==> config.mk <==
export PLATFORM = sky130hd
export DESIGN_NAME = imu_ca_ctrl
export DESIGN_NICKNAME = d
export VERILOG_FILES = /design/src/imu_ca_pkg.sv /design/src/imu_ca_ctrl.sv
export SDC_FILE = /design/constraint.sdc
export NUM_CORES = 1
export LEC_CHECK = 0
export BUFFER_PORTS_ARGS = -buffer_cell sky130_fd_sc_hd__buf_2
export CAP_MARGIN = 20
export CORE_AREA = 2 2 39 41
export DETAILED_ROUTE_END_ITERATION = 8
export DIE_AREA = 0 0 41 43
export HOLD_SLACK_MARGIN = 0.1
export PLACE_DENSITY = 0.75
export SYNTH_ARGS = -nofsm -noshare
export SYNTH_HDL_FRONTEND = slang
export SYNTH_SLANG_ARGS = --single-unit
==> constraint.sdc <==
create_clock -name clk_i -period 3.41 [get_ports clk_i]
set_input_delay 0.682 -clock clk_i [delete_from_list [all_inputs] [get_ports clk_i]]
set_output_delay 0.682 -clock clk_i [all_outputs]
set_load 0.02 [all_outputs]
==> src/imu_ca_pkg.sv <==
`timescale 1ns / 1ps
`default_nettype none

package imu_ca_pkg;

  localparam int unsigned IterW     = 5;   // covers the 22-entry arctan table
  localparam int unsigned SqrtSteps = 16;
  localparam int unsigned DivBits   = 48;
  localparam int unsigned DivCntW   = 2;
  localparam int unsigned DivDigits = 3;
  localparam int unsigned NumAxes   = 3;

  localparam logic [15:0]        BlendReset  = 16'd62915;
  localparam logic signed [31:0] AngHalfTurn = 32'sd5898240;
  localparam logic signed [31:0] AngFullTurn = 32'sd11796480;

  // ceil(2^30 / 125), exact floor division for dividends below 2^23
  localparam logic [23:0]        Recip125    = 24'd8589935;

  typedef enum logic [3:0] {
    ST_IDLE, ST_LOAD, ST_PREP, ST_ROLL, ST_SQRT, ST_PITCH_INIT, ST_PITCH, ST_DIV_WAIT,
    ST_GSUM_R, ST_MUL_R, ST_ADD_R, ST_GSUM_P, ST_MUL_P, ST_ADD_P, ST_YAW, ST_OUT
  } state_e;

  typedef enum logic [1:0] {
    CFG_OFS_X, CFG_OFS_Y, CFG_OFS_Z, CFG_BLEND
  } cfg_idx_e;

  typedef enum logic {
    AXIS_ROLL, AXIS_PITCH
  } axis_e;

  typedef struct packed {
    logic             capture;
    logic             load;
    logic             prep;
    logic             cordic_step;
    logic             pitch_init;
    logic             sqrt_step;
    logic             gsum;
    logic             mul;
    logic             add;
    axis_e            axis;
    logic             yaw;
    logic             out_load;
    logic [IterW-1:0] iter;
  } cmd_t;

  typedef struct packed {
    logic div_busy;
    logic out_free;
  } status_t;

  // atan(2^-i) in 1/32768 degree
  function automatic logic [21:0] atan_entry(input logic [IterW-1:0] i);
    logic [21:0] v;
    unique case (i)
      5'd0:    v = 22'd1474560;
      5'd1:    v = 22'd870484;
      5'd2:    v = 22'd459940;
      5'd3:    v = 22'd233473;
      5'd4:    v = 22'd117189;
      5'd5:    v = 22'd58652;
      5'd6:    v = 22'd29333;
      5'd7:    v = 22'd14667;
      5'd8:    v = 22'd7334;
      5'd9:    v = 22'd3667;
      5'd10:   v = 22'd1833;
      5'd11:   v = 22'd917;
      5'd12:   v = 22'd458;
      5'd13:   v = 22'd229;
      5'd14:   v = 22'd115;
      5'd15:   v = 22'd57;
      5'd16:   v = 22'd29;
      5'd17:   v = 22'd14;
      5'd18:   v = 22'd7;
      5'd19:   v = 22'd4;
      5'd20:   v = 22'd2;
      5'd21:   v = 22'd1;
      default: v = 22'd0;
    endcase
    return v;
  endfunction

  function automatic logic signed [31:0] sat32(input logic signed [49:0] v);
    logic signed [31:0] r;
    if (v > 50'sd2147483647) begin
      r = 32'sh7FFFFFFF;
    end else if (v < -50'sd2147483648) begin
      r = 32'sh80000000;
    end else begin
      r = v[31:0];
    end
    return r;
  endfunction

endpackage

`default_nettype wire

==> src/imu_ca_ctrl.sv <==
`timescale 1ns / 1ps
`default_nettype none

module imu_ca_ctrl
  import imu_ca_pkg::*;
#(
  parameter int unsigned CORDIC_STEPS = 16
) (
  input  wire     clk_i,
  input  wire     rst_ni,
  input  wire     in_valid_i,
  output logic    in_ready_o,
  input  status_t status_i,
  output cmd_t    cmd_o
);

  localparam logic [IterW-1:0] StepsLast = IterW'(CORDIC_STEPS - 1);
  localparam logic [IterW-1:0] SqrtLast  = IterW'(SqrtSteps - 1);

  state_e           state_q, state_d;
  logic [IterW-1:0] cnt_q, cnt_d;

  always_ff @(posedge clk_i or negedge rst_ni) begin
    if (!rst_ni) begin
      state_q <= ST_IDLE;
      cnt_q   <= '0;
    end else begin
      state_q <= state_d;
      cnt_q   <= cnt_d;
    end
  end

  always_comb begin
    state_d = state_q;
    cnt_d   = '0;
    unique case (state_q)
      ST_IDLE:       if (in_valid_i) state_d = ST_LOAD;
      ST_LOAD:       state_d = ST_PREP;
      ST_PREP:       state_d = ST_ROLL;
      ST_ROLL: begin
        if (cnt_q == StepsLast) state_d = ST_SQRT;
        else cnt_d = cnt_q + 1'b1;
      end
      ST_SQRT: begin
        if (cnt_q == SqrtLast) state_d = ST_PITCH_INIT;
        else cnt_d = cnt_q + 1'b1;
      end
      ST_PITCH_INIT: state_d = ST_PITCH;
      ST_PITCH: begin
        if (cnt_q == StepsLast) state_d = ST_DIV_WAIT;
        else cnt_d = cnt_q + 1'b1;
      end
      ST_DIV_WAIT:   if (!status_i.div_busy) state_d = ST_GSUM_R;
      ST_GSUM_R:     state_d = ST_MUL_R;
      ST_MUL_R:      state_d = ST_ADD_R;
      ST_ADD_R:      state_d = ST_GSUM_P;
      ST_GSUM_P:     state_d = ST_MUL_P;
      ST_MUL_P:      state_d = ST_ADD_P;
      ST_ADD_P:      state_d = ST_YAW;
      ST_YAW:        state_d = ST_OUT;
      ST_OUT:        if (status_i.out_free) state_d = ST_IDLE;
      default:       state_d = ST_IDLE;
    endcase
  end

  always_comb begin
    in_ready_o        = (state_q == ST_IDLE);
    cmd_o             = '0;
    cmd_o.iter        = cnt_q;
    cmd_o.capture     = in_valid_i && (state_q == ST_IDLE);
    cmd_o.load        = (state_q == ST_LOAD);
    cmd_o.prep        = (state_q == ST_PREP);
    cmd_o.cordic_step = (state_q == ST_ROLL) || (state_q == ST_PITCH);
    cmd_o.sqrt_step   = (state_q == ST_SQRT);
    cmd_o.pitch_init  = (state_q == ST_PITCH_INIT);
    cmd_o.gsum        = (state_q == ST_GSUM_R) || (state_q == ST_GSUM_P);
    cmd_o.mul         = (state_q == ST_MUL_R) || (state_q == ST_MUL_P);
    cmd_o.add         = (state_q == ST_ADD_R) || (state_q == ST_ADD_P);
    cmd_o.axis        = ((state_q == ST_GSUM_P) || (state_q == ST_MUL_P) ||
                         (state_q == ST_ADD_P)) ? AXIS_PITCH : AXIS_ROLL;
    cmd_o.yaw         = (state_q == ST_YAW);
    cmd_o.out_load    = (state_q == ST_OUT) && status_i.out_free;
  end

  a_accept_starts: assert property (@(posedge clk_i) disable iff (!rst_ni)
    (in_valid_i && in_ready_o) |=> (state_q == ST_LOAD))
    else $error("accepted transaction did not start processing");

  a_out_free: assert property (@(posedge clk_i) disable iff (!rst_ni)
    cmd_o.out_load |-> status_i.out_free)
    else $error("result loaded over an untaken result");

  a_roll_len: assert property (@(posedge clk_i) disable iff (!rst_ni)
    (state_q == ST_ROLL && cnt_q == StepsLast) |=> (state_q == ST_SQRT))
    else $error("roll CORDIC ran wrong number of steps");

  a_gsum_div_done: assert property (@(posedge clk_i) disable iff (!rst_ni)
    cmd_o.gsum |-> !status_i.div_busy)
    else $error("gyro step used before divider finished");

endmodule

`default_nettype wire

Yosys cells after proc, flatten, opt, wreduce, memory -nomap -nowiden
Index checks and enable logic that the tools add are counted.

Flip-flop bits (word level): 9. Input bits: 5. Word-level logic and storage cells: 46.

Reductions and logical operators: 11. Muxes and demuxes: 10. Add/sub/neg operators: 1. Eq/ne operators: 22.

Operator list (count): 4-bit one-hot mux with 16 select lines (1); 4-bit == test, second input constant (8); 4-bit two-way mux (6); 4-bit by 3-bit == test with 1-bit output, second input constant (4); 5-bit two-way mux (2); 2-bit inequality test, second input constant (5); 4-bit by 2-bit == test with 1-bit output, second input constant (2); 1-bit logical OR (6); 6-bit AND reduction (1); 5-bit by 1-bit adder with 5-bit output, second input constant (1); 5-bit by 4-bit == test with 1-bit output, second input constant (1); 4-bit by 1-bit == test with 1-bit output, second input constant (1); 4-bit zero test (1); 3-bit OR reduction (1); 1-bit logical AND (2); 2-bit by 1-bit inequality test with 1-bit output, second input constant (1); 1-bit two-way mux (1).

Depth between registers and ports, before layout
Depth after elaboration: 4. Mapped depth: 5. Depth with buffers taken out: 5.

Least setup slack after synthesis
OpenSTA, ideal clock, no wires.

Kind: register to output. From: reg state_q[3]. To: out cmd_o[16] (netlist name). Cell stages (with the launch flop): 4. Slack: 1106 ps. Data arrival time: 1622 ps. Path buffers: 1. Cells stage by stage: dfrtp_1 buf_2 nor4_1 and2_1.

RTL lines: start: declaration (line imu_ca_ctrl.sv:20) `state_e state_q, state_d;`; start signal: assignment (line imu_ca_ctrl.sv:28) `state_q <= state_d;`; end: declaration (line imu_ca_ctrl.sv:14) `output cmd_t cmd_o`.

==> flow_summary.toml <==
[placed_design]
placed_area_sq_um = 708
preCtsSetupSlack_ns = 1.48
placed_cells = 102
gp_congestion = 0.770
port_buffers = 22
hpwlAfterDp_um = 907

[clock_tree]
cts_buffers = 3
cts_root_buf = "clkbuf_4"
clkSlewWorstSetupHoldPaths_ns = 0.06
cts_buffer_depth = 2
cts_tree = "done"
cts.htree.levels = 1
clkSinkCount = 9
cts-resized-gates = 0
hold_buffers = 0
cts_setup_buffers = 0
clk_latency_ns = 0.26

[pwr]
p_leak_nw = 0.402
finalPower_mw = 0.673
cellPowerDensity_nw_per_um2 = 917
vdd.ir_drop.worst_mv = 0.463

[grt]
grt_max_degree = 19
grtUsageTotal = 0.169
antenna_found_initial = 0
grt_pass1_wl_um = 1990
grt_overflow = 0
first_global_vias = 487

[floorplanning]
die_w_um = 41
core_area_sq_um = 1380
placementRows = 14
die_area_sq_um = 1760
die_h_um = 43
initial_core_util = 0.448
top_level_ports = 23

[sta]
hold_violations = 0
fmax_mhz = 453
skew_ns = 0.00132
fin_crit_ns = 2.21
whs_ns = 0.261
maxSlewViolCount = 0
relSlewSlack = 0.656
finalSetupViolCount = 0
worstMarginPinSlew_ns = 0.517
fin_setup_tns_ns = 0
fin_crit_sh = 0.647
finalWorstSetupSlack_ns = 1.20
rsz0062_at_grt = "no"

[job]
drv_cap = 0

[synthesis]
yosys_warnings = 0
ys_ff_latch = 9
syn_nets = 75
ys_types = 31
syn-cell-area_sq_um = 619
synth_ff_type = "dfrtp_1"
synth_top_cell_by_area = "dfrtp_1"
synth-edff-count = 0
yosysSeqAreaShare = 0.364
syn_inst = 69
synth.avg_cell_area_sq_um = 8.98
synthArstFlopShare = 1.00
synthTopCellsByArea = "dfrtp_1 (36%), nor3_1 (4.8%), nor2_1 (4.2%), a21oi_1 (3.2%), nand3b_4 (3.2%)"
yosys.area.top_type_share = 0.364

[finish]
stdcell_area_sq_um = 734
fill_cells = 133
utilization = 0.531
fin_nets = 97
n_antenna_cell = 0
fin_cells = 106
mostFrequentLayoutCells = "buf_2 (22), dfrtp_1 (9), nor2_1 (7)"
drive_above_1_share = 0.378
final_common_cell = "buf_2"
area_delta_synth_final_pct = 18.6

[setup_path]
crit_path_end_kind = "primary output"
r2r_start = "state_q[2]$_DFFE_PN0P_"
critPathMaxFanout = 13
worst_ep_required_time_ns = 2.73
worstPathArrival_ns = 1.53
start_kind = "flop"
critPathKind = "flop to primary output"
timing.rr.end = "state_q[0]$_DFFE_PN0P_"
reg2reg_depth = 4
r2r_slack_ns = 1.76

[drt]
wl_um = 1190
drtIter0Drc = 8
vias_per_cell = 5.20
vias = 551
drc = 0
first_pass_iters = 3
route.detailed.wl_per_inst_um = 11.3
ant_nets = 0

[status]
status = "finished clean"

[hold_path]
min_path_type = "primary input to async pin"
==> worst max path at each step <==
stage / from / end / slack, ns / cells after the start
final: state_q[0]$_DFFE_PN0P_ / cmd_o[5] / 1.20 / 4
after global routing: state_q[2]$_DFFE_PN0P_ / cmd_o[16] / 1.06 / 3
after CTS: state_q[0]$_DFFE_PN0P_ / cmd_o[5] / 1.19 / 4
after detailed placement: state_q[0]$_DFFE_PN0P_ / cmd_o[5] / 1.48 / 4
after global placement: state_q[2]$_DFFE_PN0P_ / cmd_o[16] / 1.52 / 3
after floorplan: state_q[3]$_DFFE_PN0P_ / cmd_o[16] / 1.11 / 3
==> cell families after synthesis <==
logic type / count (synthesis) / synth area share
flip-flops: 9 / 0.364
AND/OR/NAND/NOR: 36 / 0.333
AO/OA/AOI/OAI: 11 / 0.131
buffers and inverters: 8 / 0.0848
XOR/XNOR: 3 / 0.0424
multiplexers: 1 / 0.0242
adder cells (fa/ha/maj): 1 / 0.0202
==> cells in the mapped netlist, drive strengths merged, types with 2 or more instances <==
| master | n |
|---|---|
| a21oi | 5 |
| and2 | 4 |
| buf | 5 |
| dfrtp | 9 |
| inv | 3 |
| nand2 | 5 |
| nand2b | 2 |
| nand3 | 2 |
| nand3b | 2 |
| nor2 | 8 |
| nor3 | 6 |
| o21ai | 3 |
| or2 | 2 |
| xor2 | 2 |
==> flip-flops by register name, summed over array words and instances, names as in the netlist <==
signal / count
cnt_q: 5
state_q: 4
==> per-layer routing <==
layer	up-vias	GRT usage	wire length, um
met4	0	0.100	22
met5	-	0	0
met3	2	0.0314	55
li1	279	-	-
met1	256	0.219	538
met2	14	0.250	576
==> worst max-delay path, stage by stage, from the launching register on <==
cell and delay, ns:
dfrtp_1 0.61, and2_4 0.25, nand4_1 0.12, inv_1 0.12, buf_2 0.17
==> report_power, final <==
part           internal [mW]  leakage (nW)  switching (mW)  total, mW
Sequential             0.136         0.115          0.0921      0.228
Combinational          0.161         0.272           0.205      0.366
Clock                 0.0449        0.0150          0.0342     0.0791
==> layout make-up <==
type | count | area [sq um] | area share
clock buffer | 4 | 26.3 | 0.0358
inverter | 3 | 11.3 | 0.0153
multi-input combinational | 52 | 342 | 0.465
sequential | 9 | 225 | 0.307
tap | 16 | 20.0 | 0.0273
timing repair buffer | 22 | 110 | 0.150
No activity file was read; power rests on OpenSTA's default activity.
